--- config.mk ---
export PLATFORM = sky130hd
export DESIGN_NAME = vehicle_auto_lock_state_machine
export DESIGN_NICKNAME = d
export VERILOG_FILES = /design/src/design/valsm_pkg.sv /design/src/design/vehicle_auto_lock_state_machine.sv /design/src/design/valsm_core.sv
export SDC_FILE = /design/constraint.sdc
export NUM_CORES = 1
export LEC_CHECK = 0
export ABC_AREA = 1
export BUFFER_PORTS_ARGS = -buffer_cell sky130_fd_sc_hd__buf_2
export CAP_MARGIN = 10
export CORE_MARGIN = 2
export CORE_UTILIZATION = 30
export CTS_CLUSTER_DIAMETER = 100
export DETAILED_ROUTE_END_ITERATION = 6
export GPL_TIMING_DRIVEN = 0
export HOLD_SLACK_MARGIN = 0.15
export MAX_ROUTING_LAYER = met4
export SKIP_CTS_REPAIR_TIMING = 1
export SLEW_MARGIN = 20
export SYNTH_ARGS = -nofsm -noshare
export SYNTH_HDL_FRONTEND = slang
export SYNTH_HIERARCHICAL = 1
export SYNTH_SLANG_ARGS = --single-unit
--- constraint.sdc ---
create_clock -name clk -period 8 [get_ports clk]
set_input_delay 1.6 -clock clk [delete_from_list [all_inputs] [get_ports clk]]
set_output_delay 1.6 -clock clk [all_outputs]
set_load 0.05 [all_outputs]
--- src/design/valsm_pkg.sv ---
`timescale 1ns / 1ps
// ----------------------------------------------------------------------------
// valsm_pkg
// Shared types, codes and constants of the vehicle auto-lock state machine.
// ----------------------------------------------------------------------------
package valsm_pkg;

  localparam int TIME_BITS  = 32;
  // compare width for time differences against 32-bit thresholds
  localparam int CMP_W      = (TIME_BITS > 32) ? TIME_BITS : 32;
  localparam int DELAY_MS_W = 18;
  localparam int MS_PER_S   = 1000;

  localparam int IN_W    = 64;
  localparam int OUT_W   = 8;
  localparam int CFG_A_W = 8;
  localparam int CFG_D_W = 32;

  // configuration register indexes
  localparam logic [CFG_A_W-1:0] REG_LOCK_SPEED     = 8'd0;
  localparam logic [CFG_A_W-1:0] REG_UNLOCK_DELAY_S = 8'd1;
  localparam logic [CFG_A_W-1:0] REG_AUTO_LOCK_EN   = 8'd2;
  localparam logic [CFG_A_W-1:0] REG_AUTO_UNLOCK_EN = 8'd3;
  localparam logic [CFG_A_W-1:0] REG_AUTO_LIGHTS_EN = 8'd4;
  localparam logic [CFG_A_W-1:0] REG_PARK_LP_MS     = 8'd5;
  localparam logic [CFG_A_W-1:0] REG_SILENT_LP_MS   = 8'd6;

  // result bit positions in m_tdata
  localparam int OUT_LOCK_BIT   = 3;
  localparam int OUT_UNLOCK_BIT = 4;
  localparam int OUT_LON_BIT    = 5;
  localparam int OUT_LOFF_BIT   = 6;
  localparam int OUT_LP_BIT     = 7;

  typedef enum logic [2:0] {
    ST_ACC     = 3'd0,
    ST_ENGON   = 3'd1,
    ST_DRIVE   = 3'd2,
    ST_LCRUISE = 3'd3,
    ST_LSTOP   = 3'd4,
    ST_REARM   = 3'd5,
    ST_ENGOFF  = 3'd6,
    ST_PARKED  = 3'd7
  } drive_state_t;

  typedef enum logic [1:0] {
    GEAR_UNKNOWN = 2'd0,
    GEAR_NO_DATA = 2'd1,
    GEAR_PARK    = 2'd2,
    GEAR_OTHER   = 2'd3
  } gear_t;

  typedef logic [TIME_BITS-1:0] tstamp_t;

  typedef struct packed {
    tstamp_t            now;
    logic signed [14:0] rpm;
    logic signed [8:0]  speed;
    gear_t              gear;
    logic               door;
    logic               poll;
    logic               lights;
  } tick_t;

  typedef struct packed {
    logic [7:0]            lock_kph;
    logic [DELAY_MS_W-1:0] unlock_ms;
    logic                  auto_lock_en;
    logic                  auto_unlock_en;
    logic                  auto_lights_en;
    logic [31:0]           park_lowpower_ms;
    logic [31:0]           silent_lowpower_ms;
  } cfg_t;

  typedef struct packed {
    drive_state_t cur_state;
    tstamp_t      entered_time;
    tstamp_t      off_time;
    tstamp_t      last_good_poll_time;
    logic         prev_door;
    logic         door_pending;
    logic         last_gear_park;
  } ctx_t;

  typedef struct packed {
    logic         low_power;
    logic         cmd_lights_off;
    logic         cmd_lights_on;
    logic         do_unlock;
    logic         do_lock;
    drive_state_t drive_state;
  } result_t;

endpackage

--- src/design/vehicle_auto_lock_state_machine.sv ---
`timescale 1ns / 1ps
// ----------------------------------------------------------------------------
// vehicle_auto_lock_state_machine
// Eight-state driving machine issuing auto lock, unlock and lights commands.
// ----------------------------------------------------------------------------
// path: tick request into the input register, then result into the result register
// throughput: one tick per cycle while m_tready does not stall the result, set by
//   the combinational transition logic between the input and result registers
// reset: synchronous rst clears state to accessory on, times and flags to 0,
//   and loads the default register values; a pending request or result is dropped
module vehicle_auto_lock_state_machine (
  input  logic                           clk,
  input  logic                           rst,
  input  logic                           s_tvalid,
  output logic                           s_tready,
  // time_ms[31:0], rpm[46:32], speed[55:47], gear_code[57:56],
  // door_open[58], poll_ok[59], lights_active[60], zero fill[63:61]
  input  logic [valsm_pkg::IN_W-1:0]     s_tdata,
  output logic                           m_tvalid,
  input  logic                           m_tready,
  // drive_state[2:0], do_lock[3], do_unlock[4], cmd_lights_on[5],
  // cmd_lights_off[6], low_power[7]
  output logic [valsm_pkg::OUT_W-1:0]    m_tdata,
  input  logic                           cfg_valid,
  output logic                           cfg_ready,
  input  logic [valsm_pkg::CFG_A_W-1:0]  cfg_index,
  input  logic [valsm_pkg::CFG_D_W-1:0]  cfg_data
);
  import valsm_pkg::*;

  logic    in_valid;
  tick_t   tick_in;
  tick_t   tick_q;
  logic    advance;
  cfg_t    cfg;
  ctx_t    ctx;
  ctx_t    ctx_next;
  result_t res;
  result_t res_q;

  assign tick_in.now    = TIME_BITS'(s_tdata[31:0]);
  assign tick_in.rpm    = s_tdata[46:32];
  assign tick_in.speed  = s_tdata[55:47];
  assign tick_in.gear   = gear_t'(s_tdata[57:56]);
  assign tick_in.door   = s_tdata[58];
  assign tick_in.poll   = s_tdata[59];
  assign tick_in.lights = s_tdata[60];

  assign advance   = in_valid && (!m_tvalid || m_tready);
  assign s_tready  = !in_valid || advance;
  assign cfg_ready = 1'b1;

  always_ff @(posedge clk) begin
    if (rst) begin
      in_valid <= 1'b0;
    end else if (s_tvalid && s_tready) begin
      in_valid <= 1'b1;
    end else if (advance) begin
      in_valid <= 1'b0;
    end
  end

  always_ff @(posedge clk) begin
    if (s_tvalid && s_tready) begin
      tick_q <= tick_in;
    end
  end

  always_ff @(posedge clk) begin
    if (rst) begin
      cfg.lock_kph           <= 8'd20;
      cfg.unlock_ms          <= DELAY_MS_W'(3 * MS_PER_S);
      cfg.auto_lock_en       <= 1'b1;
      cfg.auto_unlock_en     <= 1'b1;
      cfg.auto_lights_en     <= 1'b1;
      cfg.park_lowpower_ms   <= 32'd30000;
      cfg.silent_lowpower_ms <= 32'd60000;
    end else if (cfg_valid && cfg_ready) begin
      case (cfg_index)
        REG_LOCK_SPEED:     cfg.lock_kph   <= cfg_data[7:0];
        // seconds converted to milliseconds once, at write time
        REG_UNLOCK_DELAY_S: cfg.unlock_ms  <=
                              DELAY_MS_W'(32'(cfg_data[7:0]) * 32'(MS_PER_S));
        REG_AUTO_LOCK_EN:   cfg.auto_lock_en       <= cfg_data[0];
        REG_AUTO_UNLOCK_EN: cfg.auto_unlock_en     <= cfg_data[0];
        REG_AUTO_LIGHTS_EN: cfg.auto_lights_en     <= cfg_data[0];
        REG_PARK_LP_MS:     cfg.park_lowpower_ms   <= cfg_data;
        REG_SILENT_LP_MS:   cfg.silent_lowpower_ms <= cfg_data;
        default: begin
        end
      endcase
    end
  end

  valsm_core u_core (
    .tick     (tick_q),
    .cfg      (cfg),
    .ctx      (ctx),
    .ctx_next (ctx_next),
    .res      (res)
  );

  always_ff @(posedge clk) begin
    if (rst) begin
      ctx.cur_state           <= ST_ACC;
      ctx.entered_time        <= '0;
      ctx.off_time            <= '0;
      ctx.last_good_poll_time <= '0;
      ctx.prev_door           <= 1'b0;
      ctx.door_pending        <= 1'b0;
      ctx.last_gear_park      <= 1'b0;
    end else if (advance) begin
      ctx <= ctx_next;
    end
  end

  always_ff @(posedge clk) begin
    if (rst) begin
      m_tvalid <= 1'b0;
    end else if (advance) begin
      m_tvalid <= 1'b1;
    end else if (m_tready) begin
      m_tvalid <= 1'b0;
    end
  end

  always_ff @(posedge clk) begin
    if (advance) begin
      res_q <= res;
    end
  end

  assign m_tdata = res_q;

endmodule

--- src/design/valsm_core.sv ---
`timescale 1ns / 1ps
// ----------------------------------------------------------------------------
// valsm_core
// Next-state and command logic for one evaluation tick.
// ----------------------------------------------------------------------------
module valsm_core (
  input  valsm_pkg::tick_t   tick,
  input  valsm_pkg::cfg_t    cfg,
  input  valsm_pkg::ctx_t    ctx,
  output valsm_pkg::ctx_t    ctx_next,
  output valsm_pkg::result_t res
);
  import valsm_pkg::*;

  logic         gear_park_upd;
  logic         running;
  logic         engine_stopped;
  logic         spd_pos;
  logic         spd_zero;
  logic         spd_ge_ls;
  logic         off_elapsed;
  logic         go_off;
  logic         driving;
  logic         park_lp;
  logic         silent_lp;
  drive_state_t state_next;
  tstamp_t      off_diff;
  tstamp_t      park_diff;
  tstamp_t      poll_diff;
  tstamp_t      entered_upd;
  tstamp_t      poll_upd;

  always_comb begin
    case (tick.gear)
      GEAR_PARK:  gear_park_upd = 1'b1;
      GEAR_OTHER: gear_park_upd = 1'b0;
      default:    gear_park_upd = ctx.last_gear_park;
    endcase
  end

  assign running   = !tick.rpm[14] && (tick.rpm != '0);
  assign engine_stopped = (tick.rpm == '0) &&
                     ((tick.gear == GEAR_PARK) || ((tick.gear == GEAR_UNKNOWN) && gear_park_upd));
  assign spd_pos   = !tick.speed[8] && (tick.speed != '0);
  assign spd_zero  = (tick.speed == '0);
  assign spd_ge_ls = tick.speed >= $signed({1'b0, cfg.lock_kph});

  assign off_diff    = tick.now - ctx.off_time;
  assign off_elapsed = CMP_W'(off_diff) >= CMP_W'(cfg.unlock_ms);

  always_comb begin
    ctx_next = ctx;
    res      = '0;
    go_off   = 1'b0;
    state_next = ctx.cur_state;

    if (tick.poll) begin
      ctx_next.last_good_poll_time = tick.now;
    end
    ctx_next.last_gear_park = gear_park_upd;
    // door closing edge arms the re-arm path
    if (ctx.prev_door && !tick.door) begin
      ctx_next.door_pending = 1'b1;
    end
    ctx_next.prev_door = tick.door;

    case (ctx.cur_state)
      ST_ACC, ST_PARKED: begin
        if (running) begin
          state_next        = ST_ENGON;
          res.cmd_lights_on = cfg.auto_lights_en;
        end
      end
      ST_ENGON: begin
        if (engine_stopped) begin
          go_off = 1'b1;
        end else if (spd_pos) begin
          state_next = ST_DRIVE;
        end
      end
      ST_DRIVE, ST_REARM: begin
        if (engine_stopped) begin
          go_off = 1'b1;
        end else if (spd_ge_ls) begin
          res.do_lock = cfg.auto_lock_en;
          state_next  = ST_LCRUISE;
        end
      end
      ST_LCRUISE: begin
        if (engine_stopped) begin
          go_off = 1'b1;
        end else if (spd_zero) begin
          ctx_next.door_pending = 1'b0;
          state_next            = ST_LSTOP;
        end
      end
      ST_LSTOP: begin
        if (engine_stopped) begin
          go_off = 1'b1;
        end else if (spd_pos) begin
          state_next = ST_LCRUISE;
        end else if (ctx_next.door_pending) begin
          ctx_next.door_pending = 1'b0;
          state_next            = ST_REARM;
        end
      end
      ST_ENGOFF: begin
        if (running) begin
          state_next = ST_ENGON;
        end else if (off_elapsed) begin
          res.do_unlock      = cfg.auto_unlock_en;
          res.cmd_lights_off = tick.lights;
          state_next         = ST_PARKED;
        end
      end
      default: begin
      end
    endcase

    if (go_off) begin
      ctx_next.off_time = tick.now;
      state_next        = ST_ENGOFF;
    end
    if (state_next != ctx.cur_state) begin
      ctx_next.entered_time = tick.now;
    end
    ctx_next.cur_state = state_next;

    res.drive_state = state_next;
    res.low_power   = park_lp || silent_lp;
  end

  // low power looks at the updated state and timestamps
  assign entered_upd = (state_next != ctx.cur_state) ? tick.now : ctx.entered_time;
  assign poll_upd    = tick.poll ? tick.now : ctx.last_good_poll_time;
  assign park_diff   = tick.now - entered_upd;
  assign poll_diff   = tick.now - poll_upd;
  assign driving     = state_next inside {ST_ENGON, ST_DRIVE, ST_LCRUISE, ST_LSTOP, ST_REARM};
  assign park_lp     = (state_next == ST_PARKED) &&
                       (CMP_W'(park_diff) >= CMP_W'(cfg.park_lowpower_ms));
  assign silent_lp   = !driving && (CMP_W'(poll_diff) >= CMP_W'(cfg.silent_lowpower_ms));

endmodule

==> impl_results.md <==
- TritonRoute pass-1 iters: 5
- Yosys reg bits: 263
- Global Route Usage Sum: 18.8%
- CTS tree: done
- First-pass GRT wire length: 99300 um
- Total gr overflow: 0
- Fin nets: 3508
- Drt via density: 4.67
- Die width: 264 um
- Overall Power: 5.48 mW
- Most used DFF post-synth: dfxtp_1
- Pin count of the biggest net entering global routing: 33
- Final setup viols: 0
- Share of the synthesized area in the top cell type: between 10% and 20%
- Root Buffer: clkbuf_16
- Critical path required time: roughly 8.3 ns
- RSZ-0062 raised after global routing: yes
- Most common cell in the netlist: nand2_1
- DRC viols: 0
- Layout cells sized above 1: a little under an eighth
- Synth area leaders: dfxtp_1 (19%), ha_1 (14%), nand2_1 (12%)
- Worst-path fanout max: 10
- Maximum clock frequency: 126 MHz
- Slowest-stage cell, CP: fa_2
- CP Buf/Inv Count: 5
- Pwr Density: 230 nW/um2
- CP Launch Type: flop
- Cell taking the most area after synthesis: dfxtp_1
- Status: completed
- Starting Density: around 30%
- Antenna-violating nets left: 0
- Post-synth ARST share: 0%
- Commonest cells in the netlist: nand2_1 (638), inv_1 (494), nor2_1 (386), o21ai_0 (264), ha_1 (222)
- LEAKAGE: between 10 and 15 nW
- Hold Path Class: reg2reg
- Syn_area_per_cell: a little under 7 um2
- Vias: 18900
- Routed len/inst: 16.0 um
- CP peak stage delay: 0.42 ns
- Ys Warns: 6
- FILL cells: 7299
- Synth unique cells: between 50 and 60
- CTS sink count: 263
- Skew final: about 0.045 ns
- Tcrit/Tclk final: between 90% and 100%
- Worst path top cell family by delay: simple AND/OR/NAND/NOR gates
- Endpoints failing hold: 0
- Routed wire length: roughly 65000 um
- Worst ir drop on vdd: between 150 and 200 uV
- Die area: 69700 um2
- CP Class: reg2reg
- WHS: 0.458 ns
- Clock latency at the later pin of the worst-skew pair: around 0.59 ns
- Initial antenna violation count: 1
- Post-synth EDFFs: between 60 and 70
- TritonCTS buffer count: 37
- Fin. max-slew vios: 0
- Max Cap Viol: 0
- GP Congestion: 0.924
- Crit end category: flop
- Port bufs: 115
- Sequential cell area fraction in the yosys report: 29.4%
- Setup TNS: 0 ns
- Die Span Y: between 200 and 300 um
- Worst path arrival time: around 8.3 ns
- Slew @ Worst Pin: 1.06 ns
- ANT cells: 0
- 1st-iter DRT viols: 1228
- Core ar.: 67000 um2
- Tmin final: slightly below 8 ns
- Ports: 120
- Slew HR: between 20% and 30%
- Post-synth design cell area: about 20000 um2
- Number of global-route vias before repair: 17600
- Post-DP HPWL: 52100 um
- H-tree depth: 2
- Max clock buf depth: 3
- Clock Pin Slew Worst Setup and Hold Paths: 0.06 ns
- Row count: 95
- Syn Inst Count: slightly below 3000
- Layout area overhead: 17.4%
==> layout by cell type (no fill, tap or decap), types with 9 or more instances in the layout <==
cell type / synthesis / layout
dfxtp_1: 194 / 194
buf_2: 20 / 133
nor2_1: 386 / 380
xor2_1: 61 / 54
a21oi_1: 203 / 196
o21ai_1: 10 / 15
clkbuf_16: 0 / 38
ha_1: 222 / 209
inv_1: 494 / 491
nand4_1: 25 / 25
nand2_2: 22 / 30
nor2_2: 6 / 9
nor4_1: 9 / 9
o21ai_0: 264 / 253
nor3_1: 22 / 22
buf_4: 11 / 37
clkbuf_1: 60 / 62
nand2_1: 638 / 628
nand3_1: 113 / 110
nand3_2: 8 / 9
fa_1: 24 / 22
xnor2_1: 14 / 14
edfxtp_1: 69 / 69
o211ai_1: 16 / 16
==> cells by family (layout without fill, tap and decap cells) <==
| family | after synthesis | count (layout) | synth area share [%] |
|---|---|---|---|
| compound gates | 538 | 538 | 14.2 |
| xor+xnor | 75 | 75 | 3.24 |
| fa+ha+maj | 246 | 246 | 16.1 |
| buf+inv | 593 | 803 | 11.3 |
| flops | 263 | 263 | 29.4 |
| other cells | 2 | 4 | 0.0370 |
| simple gates | 1252 | 1252 | 25.8 |
==> report_power, final <==
part | internal [mW] | switching (mW) | leakage [nW]
Clock | 1.05 | 0.684 | 0.632
Combinational | 0.836 | 1.42 | 8.63
Sequential | 1.43 | 0.0502 | 2.25
Total | 3.32 | 2.16 | 11.5
==> flip-flops by register name (all words and copies together) (netlist names) <==
register and count:
ctx 102, cfg 90, tick_q 61, m_tdata 8, in_valid 1, m_tvalid 1
==> metrics by stage <==
stage / std cells / setup WS (ns) / utilization, % / cell area [um2]
final: 4054 / 0.0581 / 35.5 / 23800
after CTS: 4027 / -1.49 / 34.7 / 23300
after global routing: 4054 / -0.425 / 35.5 / 23800
after global placement: 3959 / -1.35 / 32.7 / 21900
after detailed placement: 3960 / -1.44 / 32.8 / 22000
after floorplan: 2971 / 1.34 / - / 20300
==> final timing paths <==
path         slack [ns]          to  startpoint  cells after the start
max                0.06  m_tdata[7]  tick_q[29]                     53
min                0.46     cfg[42]     cfg[42]                      2
max reg2reg        0.06  m_tdata[7]  tick_q[29]                     53
min reg2reg        0.46     cfg[42]     cfg[42]                      2
==> tightest hold or removal path, stage by stage (launching register included) <==
cell	delay (ns)
dfxtp_1	0.33
nand2_1	0.05
nand3_1	0.05
==> layer usage <==
metal | share of wire [%] | GRT usage (%) | up-vias
li1 | - | - | 9884
met1 | 47 | 24.4 | 8509
met2 | 45 | 29.9 | 460
met3 | 5.2 | 2.76 | 81
met4 | 2.6 | 5.96 | 0
met5 | 0 | - | -
==> layout make-up <==
class                           count  area (um2)  share of cell area, %
Multi-Input combinational cell   2115       12300                   51.9
Sequential cell                   263        5960                   25.0
Inverter                          502        1890                   7.95
Tap cell                          873        1090                   4.59
Clock buffer                       46        1020                   4.29
Timing Repair Buffer              143         802                   3.37
Buffer                             91         427                   1.79
Clock inverter                     21         272                   1.14
(Power assumes the default switching activity.)
